$ cat src/hw/rtl/tsfc_pkg.sv
// ----------------------------------------------------------------------------
// tsfc_pkg
// Shared widths, opcodes, register indexes and types of the thermal step
// frequency cap unit.
// ----------------------------------------------------------------------------
package tsfc_pkg;

  // fixed field widths
  localparam int FREQ_W     = 22;
  localparam int LEVEL_W    = 4;
  localparam int THR_W      = 16;
  localparam int STEP_W     = 15;
  localparam int FLOOR_W    = 4;
  localparam int OPCODE_W   = 2;
  localparam int ENTRY_W    = 4;
  localparam int CFG_IDX_W  = 2;
  localparam int CFG_DATA_W = 16;

  // item opcodes
  localparam logic [OPCODE_W-1:0] OP_SAMPLE = 2'd0;
  localparam logic [OPCODE_W-1:0] OP_NEWCAP = 2'd1;
  localparam logic [OPCODE_W-1:0] OP_REEVAL = 2'd2;
  localparam logic [OPCODE_W-1:0] OP_WRITE  = 2'd3;

  // configuration register indexes
  localparam logic [CFG_IDX_W-1:0] CFG_ENABLE    = 2'd0;
  localparam logic [CFG_IDX_W-1:0] CFG_THRESHOLD = 2'd1;
  localparam logic [CFG_IDX_W-1:0] CFG_STEP      = 2'd2;
  localparam logic [CFG_IDX_W-1:0] CFG_FLOOR     = 2'd3;

  typedef logic [FREQ_W-1:0] freq_t;
  typedef logic [STEP_W-1:0] step_t;

endpackage

$ cat src/hw/rtl/tsfc_ram.sv
// ----------------------------------------------------------------------------
// tsfc_ram
// Generic single-write, single-read RAM with registered read data.
// ----------------------------------------------------------------------------
module tsfc_ram #(
  parameter int WIDTH = 22,
  parameter int DEPTH = 16
) (
  input  logic                     clk,
  input  logic                     we,
  input  logic [$clog2(DEPTH)-1:0] waddr,
  input  logic [WIDTH-1:0]         wdata,
  input  logic [$clog2(DEPTH)-1:0] raddr,
  output logic [WIDTH-1:0]         rdata
);

  logic [WIDTH-1:0] mem [DEPTH];

  // write port and registered read port
  always_ff @(posedge clk) begin
    if (we) begin
      mem[waddr] <= wdata;
    end
    rdata <= mem[raddr];
  end

endmodule

$ cat src/hw/rtl/tsfc_div.sv
// ----------------------------------------------------------------------------
// tsfc_div
// Restoring divider, one quotient bit per cycle, nonnegative dividend.
// ----------------------------------------------------------------------------
module tsfc_div #(
  parameter int DW = 17
) (
  input  logic                 clk,
  input  logic                 rst,
  input  logic                 start,
  input  logic [DW-1:0]        dividend,
  input  tsfc_pkg::step_t      divisor,
  output logic                 done,
  output logic [DW-1:0]        quotient
);

  localparam int CW = $clog2(DW + 1);
  localparam int SW = tsfc_pkg::STEP_W;

  logic          busy;
  logic [CW-1:0] cnt;
  logic [SW-1:0] rem;
  logic [SW:0]   trial;
  logic          ge;
  logic [SW:0]   diff;

  // one trial subtraction per cycle
  assign trial = {rem, quotient[DW-1]};
  assign ge    = trial >= {1'b0, divisor};
  assign diff  = trial - {1'b0, divisor};

  // iteration control and shift registers
  always_ff @(posedge clk) begin
    if (rst) begin
      busy <= 1'b0;
      done <= 1'b0;
      cnt  <= '0;
    end else begin
      done <= 1'b0;
      if (start) begin
        busy <= 1'b1;
        cnt  <= '0;
      end else if (busy) begin
        cnt <= cnt + CW'(1);
        if (cnt == CW'(DW - 1)) begin
          busy <= 1'b0;
          done <= 1'b1;
        end
      end
    end
  end

  // remainder and quotient, no reset needed
  always_ff @(posedge clk) begin
    if (start) begin
      rem      <= '0;
      quotient <= dividend;
    end else if (busy) begin
      rem      <= ge ? diff[SW-1:0] : trial[SW-1:0];
      quotient <= {quotient[DW-2:0], ge};
    end
  end

endmodule

$ cat src/hw/rtl/thermal_step_frequency_cap_unit.sv
// A table write takes effect on its input transfer. A temperature sample or
// re-evaluate at or above threshold runs the DW-bit serial divider (DW =
// max(TEMP_WIDTH, 16) + 1); a new cap first searches the table entry by entry
// through the single table read port, then re-evaluates.
// One item at a time: in_ready is high only when idle.
// Reset clears control and configuration state; table contents stay undefined.
// ----------------------------------------------------------------------------
// thermal_step_frequency_cap_unit
// Steps a cluster frequency cap down a sorted table as temperature rises,
// using one shared serial divider and one table read port under a sequencer.
// ----------------------------------------------------------------------------
module thermal_step_frequency_cap_unit #(
  parameter int TABLE_DEPTH = 16,
  parameter int TEMP_WIDTH  = 16
) (
  input  logic                                clk,
  input  logic                                rst,
  // configuration
  input  logic                                cfg_we,
  input  logic [tsfc_pkg::CFG_IDX_W-1:0]      cfg_index,
  input  logic [tsfc_pkg::CFG_DATA_W-1:0]     cfg_data,
  // input items
  input  logic                                in_valid,
  output logic                                in_ready,
  input  logic [tsfc_pkg::OPCODE_W-1:0]       opcode,
  input  logic signed [TEMP_WIDTH-1:0]        temperature,
  input  tsfc_pkg::freq_t                     freq_khz,
  input  logic [tsfc_pkg::ENTRY_W-1:0]        entry_index,
  // result items
  output logic                                out_valid,
  input  logic                                out_ready,
  output tsfc_pkg::freq_t                     cap_freq,
  output logic [tsfc_pkg::LEVEL_W-1:0]        cap_level
);

  localparam int LW   = $clog2(TABLE_DEPTH);
  localparam int TMAX = (TEMP_WIDTH > tsfc_pkg::THR_W) ? TEMP_WIDTH : tsfc_pkg::THR_W;
  localparam int DW   = TMAX + 1;

  // sequencer states
  localparam logic [2:0] S_IDLE     = 3'd0;
  localparam logic [2:0] S_REEVAL   = 3'd1;
  localparam logic [2:0] S_SRCH_RD  = 3'd2;
  localparam logic [2:0] S_SRCH_CHK = 3'd3;
  localparam logic [2:0] S_DIV      = 3'd4;
  localparam logic [2:0] S_LVL      = 3'd5;
  localparam logic [2:0] S_RD       = 3'd6;
  localparam logic [2:0] S_OUT      = 3'd7;

  // configuration registers
  logic                               enable;
  logic signed [tsfc_pkg::THR_W-1:0]  throttle_threshold;
  tsfc_pkg::step_t                    temp_step;
  logic [tsfc_pkg::FLOOR_W-1:0]       floor_level;

  // governor state
  logic [2:0]                   state;
  logic [LW-1:0]                current_level;
  logic [LW-1:0]                top_level;
  tsfc_pkg::freq_t              applied_cap;
  logic signed [TEMP_WIDTH-1:0] last_temperature;
  logic [LW-1:0]                lvl;
  logic [LW-1:0]                sidx;
  tsfc_pkg::freq_t              cap_reg;
  logic                         use_floor;

  logic                         accept;
  logic                         ram_we;
  logic [LW-1:0]                raddr;
  tsfc_pkg::freq_t              rdata;
  logic signed [TEMP_WIDTH-1:0] temp_sel;
  logic signed [DW-1:0]         diff;
  logic                         diff_neg;
  logic                         sample_go;
  logic                         div_start;
  logic                         div_done;
  logic [DW-1:0]                quotient;
  tsfc_pkg::step_t              step_eff;
  logic                         emit;

  assign in_ready = (state == S_IDLE);
  assign accept   = in_valid & in_ready;

  // configuration writes
  always_ff @(posedge clk) begin
    if (rst) begin
      enable             <= 1'b0;
      throttle_threshold <= '0;
      temp_step          <= tsfc_pkg::STEP_W'(1);
      floor_level        <= '0;
    end else if (cfg_we) begin
      case (cfg_index)
        tsfc_pkg::CFG_ENABLE:    enable             <= cfg_data[0];
        tsfc_pkg::CFG_THRESHOLD: throttle_threshold <= signed'(cfg_data[tsfc_pkg::THR_W-1:0]);
        tsfc_pkg::CFG_STEP:      temp_step          <= cfg_data[tsfc_pkg::STEP_W-1:0];
        tsfc_pkg::CFG_FLOOR:     floor_level        <= cfg_data[tsfc_pkg::FLOOR_W-1:0];
        default: ;
      endcase
    end
  end

  // shared subtractor: new sample when idle, last sample otherwise
  assign temp_sel  = (state == S_IDLE) ? temperature : last_temperature;
  assign diff      = DW'(temp_sel) - DW'(throttle_threshold);
  assign diff_neg  = diff[DW-1];
  assign step_eff  = (temp_step == '0) ? tsfc_pkg::STEP_W'(1) : temp_step;

  assign sample_go = accept && (opcode == tsfc_pkg::OP_SAMPLE) && enable &&
                     (temperature != last_temperature);
  assign div_start = (sample_go || (state == S_REEVAL)) && !diff_neg;

  // level change decision, floor only for a sample at or above threshold
  assign emit = (lvl != current_level) &&
                !(use_floor && (32'(current_level) < 32'(floor_level)));

  // table write straight from the input transfer
  assign ram_we = accept && (opcode == tsfc_pkg::OP_WRITE) &&
                  (32'(entry_index) < TABLE_DEPTH);
  assign raddr  = (state == S_SRCH_RD) ? sidx : lvl;

  tsfc_ram #(
    .WIDTH (tsfc_pkg::FREQ_W),
    .DEPTH (TABLE_DEPTH)
  ) u_table (
    .clk   (clk),
    .we    (ram_we),
    .waddr (LW'(entry_index)),
    .wdata (freq_khz),
    .raddr (raddr),
    .rdata (rdata)
  );

  tsfc_div #(
    .DW (DW)
  ) u_div (
    .clk      (clk),
    .rst      (rst),
    .start    (div_start),
    .dividend (diff),
    .divisor  (step_eff),
    .done     (div_done),
    .quotient (quotient)
  );

  // sequencer
  always_ff @(posedge clk) begin
    if (rst) begin
      state            <= S_IDLE;
      current_level    <= '0;
      top_level        <= '0;
      applied_cap      <= '0;
      last_temperature <= '0;
      use_floor        <= 1'b0;
    end else begin
      case (state)
        S_IDLE: begin
          if (accept) begin
            case (opcode)
              tsfc_pkg::OP_SAMPLE: begin
                if (sample_go) begin
                  last_temperature <= temperature;
                  use_floor        <= !diff_neg;
                  lvl              <= top_level;
                  state            <= diff_neg ? S_LVL : S_DIV;
                end
              end
              tsfc_pkg::OP_NEWCAP: begin
                if (freq_khz != applied_cap) begin
                  cap_reg <= freq_khz;
                  sidx    <= '0;
                  state   <= S_SRCH_RD;
                end
              end
              tsfc_pkg::OP_REEVAL: state <= S_REEVAL;
              default: ;
            endcase
          end
        end
        S_REEVAL: begin
          use_floor <= 1'b0;
          lvl       <= top_level;
          state     <= diff_neg ? S_LVL : S_DIV;
        end
        S_SRCH_RD: state <= S_SRCH_CHK;
        S_SRCH_CHK: begin
          if ((rdata < cap_reg) && (sidx != LW'(TABLE_DEPTH - 1))) begin
            sidx  <= sidx + LW'(1);
            state <= S_SRCH_RD;
          end else begin
            top_level     <= sidx;
            current_level <= '0;
            applied_cap   <= cap_reg;
            state         <= S_REEVAL;
          end
        end
        S_DIV: begin
          if (div_done) begin
            // level = top - (q + 1), clamped at zero
            if (quotient >= DW'(top_level)) begin
              lvl <= '0;
            end else begin
              lvl <= top_level - quotient[LW-1:0] - LW'(1);
            end
            state <= S_LVL;
          end
        end
        S_LVL: begin
          if (emit) begin
            current_level <= lvl;
            state         <= S_RD;
          end else begin
            state <= S_IDLE;
          end
        end
        S_RD: state <= S_OUT;
        S_OUT: begin
          if (!out_valid || out_ready) begin
            state <= S_IDLE;
          end
        end
        default: state <= S_IDLE;
      endcase
    end
  end

  // output register, loaded when the previous result has been transferred
  always_ff @(posedge clk) begin
    if (rst) begin
      out_valid <= 1'b0;
    end else if ((state == S_OUT) && (!out_valid || out_ready)) begin
      out_valid <= 1'b1;
    end else if (out_ready) begin
      out_valid <= 1'b0;
    end
  end

  always_ff @(posedge clk) begin
    if ((state == S_OUT) && (!out_valid || out_ready)) begin
      cap_freq  <= rdata;
      cap_level <= tsfc_pkg::LEVEL_W'(lvl);
    end
  end

`ifndef SYNTHESIS
  // applied level never rises above the top level of the cap
  a_level_le_top: assert property (@(posedge clk) disable iff (rst)
    current_level <= top_level)
    else $error("current level above top level");

  // divider finishes only while the sequencer waits for it
  a_div_done_in_div: assert property (@(posedge clk) disable iff (rst)
    div_done |-> (state == S_DIV))
    else $error("divider done outside divide state");

  // table writes happen only on an idle transfer
  a_write_idle: assert property (@(posedge clk) disable iff (rst)
    ram_we |-> (state == S_IDLE))
    else $error("table write while busy");

  // a pending result holds the sequencer in the output state
  a_out_stall: assert property (@(posedge clk) disable iff (rst)
    (state == S_OUT) && out_valid && !out_ready |=> (state == S_OUT))
    else $error("result lost under stall");
`endif

endmodule

$ cat config.mk
export PLATFORM = sky130hd
export DESIGN_NAME = thermal_step_frequency_cap_unit
export DESIGN_NICKNAME = d
export VERILOG_FILES = /design/src/hw/rtl/tsfc_pkg.sv /design/src/hw/rtl/tsfc_ram.sv /design/src/hw/rtl/tsfc_div.sv /design/src/hw/rtl/thermal_step_frequency_cap_unit.sv
export SDC_FILE = /design/constraint.sdc
export NUM_CORES = 1
export LEC_CHECK = 0
export BUFFER_PORTS_ARGS = -buffer_cell sky130_fd_sc_hd__buf_2
export CORE_MARGIN = 2
export CORE_UTILIZATION = 65
export CTS_BUF_LIST = sky130_fd_sc_hd__clkbuf_8
export DETAILED_ROUTE_END_ITERATION = 6
export PLACE_DENSITY = 0.85
export SLEW_MARGIN = 20
export SYNTH_ARGS = -nofsm -noshare
export SYNTH_HDL_FRONTEND = slang
export SYNTH_SLANG_ARGS = --single-unit
$ cat constraint.sdc
create_clock -name clk -period 11.15 [get_ports clk]
set_input_delay 0.5575 -clock clk [delete_from_list [all_inputs] [get_ports clk]]
set_output_delay 0.5575 -clock clk [all_outputs]
set_load 0.02 [all_outputs]
==> results of run 1 <==
-- cell type report --
| class | instances | area [um2] | share of cell area |
|---|---|---|---|
| clock buffers | 106 | 1460 | 0.0541 |
| diodes | 2 | 5.00 | 0.000186 |
| well taps | 468 | 586 | 0.0217 |
| flip-flops and latches | 556 | 15400 | 0.571 |
| multi-input cells | 1275 | 8080 | 0.300 |
| clock inverters | 60 | 414 | 0.0154 |
| repair buffers | 125 | 709 | 0.0263 |
| inverters | 83 | 312 | 0.0116 |
-- report_power, final --
part / total (mW) / internal (mW) / switching, mW
Combinational: 1.56 / 0.622 / 0.941
Clock: 1.80 / 0.971 / 0.825
Sequential: 2.54 / 2.40 / 0.134
Total: 5.90 / 3.99 / 1.90
-- how the worst max path moves through the flow --
| stage | start | endpoint | slack (ns) | cells past startpoint |
|---|---|---|---|---|
| after global placement | state[2] | u_div.quotient[11] | 6.75 | 12 |
| after detailed placement | state[2] | u_div.quotient[11] | 6.62 | 12 |
| after global routing | state[2] | u_div.quotient[16] | 6.36 | 12 |
| after floorplan | state[2] | u_div.quotient[0] | 6.72 | 15 |
| final | state[2] | u_div.quotient[10] | 6.58 | 12 |
| after CTS | state[2] | u_div.quotient[15] | 6.61 | 12 |
-- stage by stage --
stage	worst slack (ns)	hold slack, ns	cell area [um2]
finish	6.58	0.151	26900
CTS	6.61	0.115	26900
floorplan	6.72	0.400	24100
global placement	6.75	0.448	25100
detailed placement	6.62	0.449	25100
global route	6.36	0.139	26900
-- worst max-delay path: stages, from the launching register on --
cell and delay (ns):
dfxtp_1 0.46, nor3_2 0.27, buf_4 0.30, mux2_2 0.37, ha_1 0.37, a2111o_1 0.41, a311o_1 0.37, a221oi_2 0.35
o31ai_1 0.16, o21a_1 0.24, a21boi_4 0.14, buf_4 0.29, or2_2 0.51
-- cell families (layout without fill, tap and decap cells) --
logic type	Yosys count	count (layout)	synth area share
flops	556	556	0.638
buf+inv	194	374	0.0317
compound gates	439	439	0.121
mux	60	60	0.0262
fa+ha+maj	71	71	0.0378
other cells	0	2	0
simple gates	631	631	0.118
xor+xnor	74	74	0.0269
-- synthesized netlist by cell type (35+ instances only) --
cell type  count  area share
a311oi_1      56       0.020
nand2_1      300       0.047
a31oi_1       50       0.013
mux2i_1       35       0.015
a211oi_1     121       0.038
inv_1         83       0.013
ha_1          68       0.035
nor2_1       137       0.021
edfxtp_1     425        0.53
and2_1        91       0.024
clkbuf_1      93       0.014
xor2_1        36       0.013
a21oi_1      145       0.030
xnor2_1       38       0.014
dfxtp_1      131        0.11
-- routing by layer --
layer | vias to the layer above | routed length, um | GRT usage | share of wire
met5 | - | 13 | 0 | 0.00023
met3 | 177 | 4270 | 0.0486 | 0.076
met2 | 738 | 27500 | 0.497 | 0.49
met4 | 2 | 2370 | 0.146 | 0.042
li1 | 7632 | - | - | -
met1 | 8043 | 22100 | 0.381 | 0.39
-- cell usage in the layout, fill, tap and decap left out, drive strengths merged, types with 3 or more instances in the layout --
cell | netlist | layout
xnor2 | 38 | 38
o31ai | 5 | 5
and2 | 91 | 91
nand2b | 12 | 12
inv | 83 | 119
nand3b | 6 | 6
a311oi | 56 | 56
fa | 3 | 3
nand3 | 15 | 15
o41ai | 4 | 4
bufinv | 0 | 4
dfxtp | 131 | 131
clkbuf | 93 | 106
or3 | 3 | 3
nor2 | 137 | 137
or2 | 5 | 5
mux2i | 35 | 35
a21oi | 145 | 145
mux2 | 25 | 25
nor4 | 15 | 15
o21a | 7 | 7
a211oi | 121 | 121
nor3 | 17 | 17
a21o | 11 | 11
o21ai | 23 | 23
nand2 | 300 | 300
a31oi | 50 | 50
buf | 18 | 125
clkinv | 0 | 19
xor2 | 36 | 36
edfxtp | 425 | 425
nand4 | 14 | 14
nor2b | 6 | 6
ha | 68 | 68
==> metrics.csv, run 1 <==
stage,metric,value,unit
synthesis,synth_nets,2163,
clock_network,cts_tree,built,
drt,drc,0,
sta,max_freq,219,MHz
min_path,hold_class,in -> reg,
layout,largest_register_ffs,352,
pwr,cellPowerDensity,219,mW/mm2
synthesis,synth_seq_cells,556,
clock_network,ctsLongestPathBuffers,3,
global_routing,grt_pass1_vias,16577,
floorplan,io_pins,95,
layout,final_core_util,0.738,
pwr,p_total,5.90,mW
floorplan,placementRows,70,
worst_setup_path,path_max_fanout,47,
synthesis,synthArstFlopShare,0,
worst_setup_path,r2r_start,state[2],
global_routing,grt_overflow,0,
clock_network,clk_latency,0.70,ns
clock_network,postCtsHoldBufs,0,
clock_network,cts_inserted_buffers,88,
floorplan,die_y,197,um
floorplan,die_area,0.0386,mm2
sta,worstMarginPinSlew,1.09,ns
min_path,holdPathEnd,throttle_threshold[15],
layout,area_growth,11.8,%
clock_network,cts_resized,0,
drt,wl,56300,um
layout,finalNonFillerCells,2675,
clock_network,htree_levels,3,
global_routing,grt_pass1_wl,88300,um
sta,relSlewSlack,0.274,
placement,io_buffers,94,
worst_setup_path,required,11.51,ns
pwr,p_leak,9.81,nW
synthesis,syn_area,0.0241,mm2
global_routing,grt_max_degree,107,
sta,maxSlewViolCount,0,
synthesis,synth_edf_count,425,
pwr,ir_worst_vdd,0.133,mV
floorplan,die_x,197,um
min_path,hold_path_depth,3,
flow_run,maxCapViolCount,0,
global_routing,grt_antenna_before_repair,2,
sta,setup_viol,0,
synthesis,avgSynthCellArea,11.9,um2
worst_setup_path,reg2reg_to,u_div.quotient[10],
worst_setup_path,setup.worst_path.end_class,flop,
global_routing,grtUsageTotal,0.297,
floorplan,core_area,0.0365,mm2
drt,via_count,16592,
worst_setup_path,cp.arrival,4.93,ns
drt,ant_nets,0,
sta,skew,0.0518,ns
sta,post-route-period-util,0.410,
synthesis,syn_inst,2025,
sta,rsz0062_at_grt,no,
synthesis,synthFlopType,edfxtp_1,
synthesis,ys_seq_area_frac,0.638,
drt,firstDrtPassIters,7,
drt,drt_iter0_drc,1540,
synthesis,synth.distinct_cells,57,
clock_network,post_cts_buffers,0,
drt,drt-wirelength-per-cell,21.0,um
placement,place_congestion,0.875,
placement,dp_hpwl,33000,um
worst_setup_path,regToRegSetupSlack,6.58,ns
run_status,status,"finished, final reports clean",
layout,n_fill_cell,2303,
floorplan,initial_utilization,0.660,
clock_network,clk_pin_slew_worst_paths,0.06,ns
min_path,hp-start,cfg_data[15],
sta,tns,0,ns
worst_setup_path,worstRegToRegCells,12,
synthesis,yosysWarnings,0,
worst_setup_path,crit_type,reg -> reg,
sta,hold_violations,0,
sta,period_minus_slack,4.57,ns
layout,layout-drive-gt1-share,0.142,
layout,regMostFlops,u_table.mem,
clock_network,cts_root_buf,clkbuf_8,
clock_network,clkSinkCount,556,
layout,final_nets,2267,
worst_setup_path,start_kind,flop,
drt,avgViaCountPerCell,6.20,
placement,dp_cells,2507,
No activity file was read; power rests on OpenSTA's default activity.
==> run 2, diff against run 1 <==
--- a/config.mk
+++ b/config.mk
@@ -7,10 +7,10 @@
 export LEC_CHECK = 0
 export BUFFER_PORTS_ARGS = -buffer_cell sky130_fd_sc_hd__buf_2
 export CORE_MARGIN = 2
-export CORE_UTILIZATION = 65
+export CORE_UTILIZATION = 58
 export CTS_BUF_LIST = sky130_fd_sc_hd__clkbuf_8
 export DETAILED_ROUTE_END_ITERATION = 6
-export PLACE_DENSITY = 0.85
+export PLACE_DENSITY = 0.81
 export SLEW_MARGIN = 20
 export SYNTH_ARGS = -nofsm -noshare
 export SYNTH_HDL_FRONTEND = slang
==> constraint.sdc (replaced) <==
create_clock -name clk -period 4 [get_ports clk]
set_input_delay 0.2 -clock clk [delete_from_list [all_inputs] [get_ports clk]]
set_output_delay 0.2 -clock clk [all_outputs]
set_load 0.02 [all_outputs]
==> metrics.csv, run 2 (synthesized netlist as in run 1, its figures left out) <==
stage,metric,value,unit,change
pwr,p_switching,5.37,mW,+180%
placement,place_congestion,0.890,,+1.7%
worst_setup_path,setup.worst_path.end_class,flop,,
clock_network,cts_tree,built,,
layout,finalInstanceArea,0.0278,mm2,+3.2%
floorplan,initial_utilization,0.589,,-0.0710
sta,period_minus_slack,3.87,ns,-0.700 ns
sta,max_freq,258,MHz,+18%
drt,via_count,16634,,+0.25%
worst_setup_path,crit_chain,nor3_4 -> buf_6 -> buf_4 -> mux2_2 -> ha_1 -> a2111o_1 -> a311o_1 -> a221oi_2 -> o31ai_1 -> o21a_1 -> a21boi_4 -> or2_4,,
floorplan,core_area,0.0409,mm2,+12%
layout,final_nets,2350,,+3.7%
placement,placed_area,0.0254,mm2,+1.4%
floorplan,die_y,208,um,+5.7%
global_routing,gr-usage-met2,0.433,,-0.0635
run_status,status,"finished, final reports clean",,
drt,firstDrtPassIters,5,,-2
clock_network,cts_inserted_buffers,88,,unchanged
pwr,p_seq_frac,0.422,,-0.008
drt,drt_iter0_drc,1671,,+8.5%
sta,relSlewSlack,0.303,,+0.0287
clock_network,ctsLongestPathBuffers,3,,unchanged
global_routing,busiest_layer,met2,,
pwr,p_leak,10.2,nW,+3.6%
layout,largest_register_ffs,352,,unchanged
worst_setup_path,critPathMaxStageDelay,0.37,ns,-0.14 ns
clock_network,htree_levels,3,,unchanged
placement,dp_hpwl,35000,um,+5.9%
sta,worst_hold_slack,0.0480,ns,-0.103 ns
global_routing,grt_max_degree,146,,+36%
floorplan,die_area,0.0432,mm2,+12%
layout,area_growth,15.4,%,
placement,io_buffers,94,,unchanged
global_routing,grtUsageMet3,0.0434,,-0.00518
placement,dp_slack,0.144,ns,-6.47 ns
global_routing,grt_pass1_wl,88100,um,-0.17%
pwr,p_comb_frac,0.286,,+0.021
worst_setup_path,cp_slowest_cell,a2111o_1,,
global_routing,grt_pass1_vias,16536,,-0.25%
worst_setup_path,cp.arrival,4.25,ns,-0.68 ns
sta,worstMarginPinSlew,1.05,ns,-0.0431 ns
global_routing,grt_overflow,0,,unchanged
global_routing,grt_util_met1,0.335,,-0.0453
clock_network,clk_latency,0.67,ns,-0.03 ns
worst_setup_path,path_max_fanout,17,,-64%
drt,wl,56400,um,about the same
sta,maxSlewViolCount,0,,unchanged
floorplan,placementRows,74,,+5.7%
sta,setup_viol,0,,unchanged
worst_setup_path,required,4.38,ns,-7.13 ns
layout,diodes,0,,-2
pwr,power_switching_share,0.324,,+0.00145
pwr,cellPowerDensity,597,mW/mm2,+170%
clock_network,clk_pin_slew_worst_paths,0.06,ns,about the same
layout,finalNonFillerCells,2819,,+5.4%
layout,final_common_cell,edfxtp_1,,
layout,layout-drive-gt1-share,0.147,,+0.00497
sta,final.setup.worst_slack,0.130,ns,-6.45 ns
drt,drc,0,,unchanged
clock_network,clkSinkCount,556,,unchanged
pwr,internal_power,11.2,mW,+180%
pwr,clockPowerShare,0.292,,-0.013
layout,layout_common_cells,"425 x edfxtp_1, 300 x nand2_1, 145 x a21oi_1",,
placement,dp_cells,2595,,+3.5%
sta,post-route-period-util,0.968,,+0.558
layout,regMostFlops,u_table.mem,,
clock_network,cts_root_buf,clkbuf_8,,
drt,drt-wirelength-per-cell,20.0,um,-5.0%
sta,tns,0,ns,unchanged
worst_setup_path,crit_type,reg -> reg,,
worst_setup_path,start_kind,flop,,
drt,ant_nets,0,,unchanged
min_path,hold_class,in -> reg,,
sta,hold_violations,0,,unchanged
layout,final_core_util,0.680,,-0.0583
global_routing,grtUsageTotal,0.257,,-0.0394
floorplan,die_x,208,um,+5.7%
floorplan,io_pins,95,,unchanged
pwr,ir_worst_vdd,0.303,mV,+130%
pwr,p_total,16.6,mW,+180%
flow_run,maxCapViolCount,0,,unchanged
global_routing,grt_antenna_before_repair,1,,-1
drt,avgViaCountPerCell,5.90,,-4.9%
sta,skew,0.0376,ns,-0.0142 ns
-- run 2: cell types whose count changed in the layout (fill, tap and decap cells not counted), sizes merged --
cell	change
clkbuf	-6
buf	+25
clkinv	+9
a21boi	+1
inv	-4
diode	-2
dlygate4sd3	+57
-- run 2: critical path, delay by kind of cell, from the launching register on --
kind,cells,cell delay [ns]
AO/OA/AOI/OAI,6,1.72
buffers and inverters,2,0.36
multiplexers,1,0.36
AND/OR/NAND/NOR,2,0.59
flip-flops,1,0.34
adder cells (fa/ha/maj),1,0.22
-- run 2: final cells by class --
class                   count  area, um2
flip-flops and latches    556      15400
fillers                  2898      13100
multi-input cells        1276       8100
repair buffers            207       1560
clock buffers             100       1380
well taps                 532        666
clock inverters            65        417
inverters                  83        312
-- run 2: power groups by stage --
stage / registers (mW) / logic [mW] / clock network, mW
3_3_place_gp: 7.09 / 4.43 / 0
6_report: 7.00 / 4.74 / 4.85
3_5_place_dp: 7.11 / 4.58 / 0
4_1_cts: 7.00 / 4.66 / 4.93
5_1_grt: 7.03 / 5.23 / 5.18
2_1_floorplan: 6.97 / 3.38 / 0
-- run 2: worst paths after layout --
path | slack, ns | startpoint | depth (start not counted) | to
setup / recovery | 0.13 | state[2] | 12 | u_div.quotient[6]
hold / removal | 0.05 | cfg_we | 4 | enable
setup reg to reg | 0.13 | state[2] | 12 | u_div.quotient[6]
hold reg to reg | 0.44 | u_table.rdata[7] | 0 | cap_freq[7]
-- run 2: routing by layer --
metal / share of wire / wire (um)
met3: 0.073 / 4110
met2: 0.50 / 27900
met1: 0.40 / 22800
met5: 0.00023 / 13
met4: 0.027 / 1540
-- run 2: repair_timing --
action	4_1_cts	5_1_grt
gates resized for setup	0	2
setup buffers	0	1
hold endpoints to repair	397	0
hold buffers	57	0
endpoints found under the setup margin	0	34
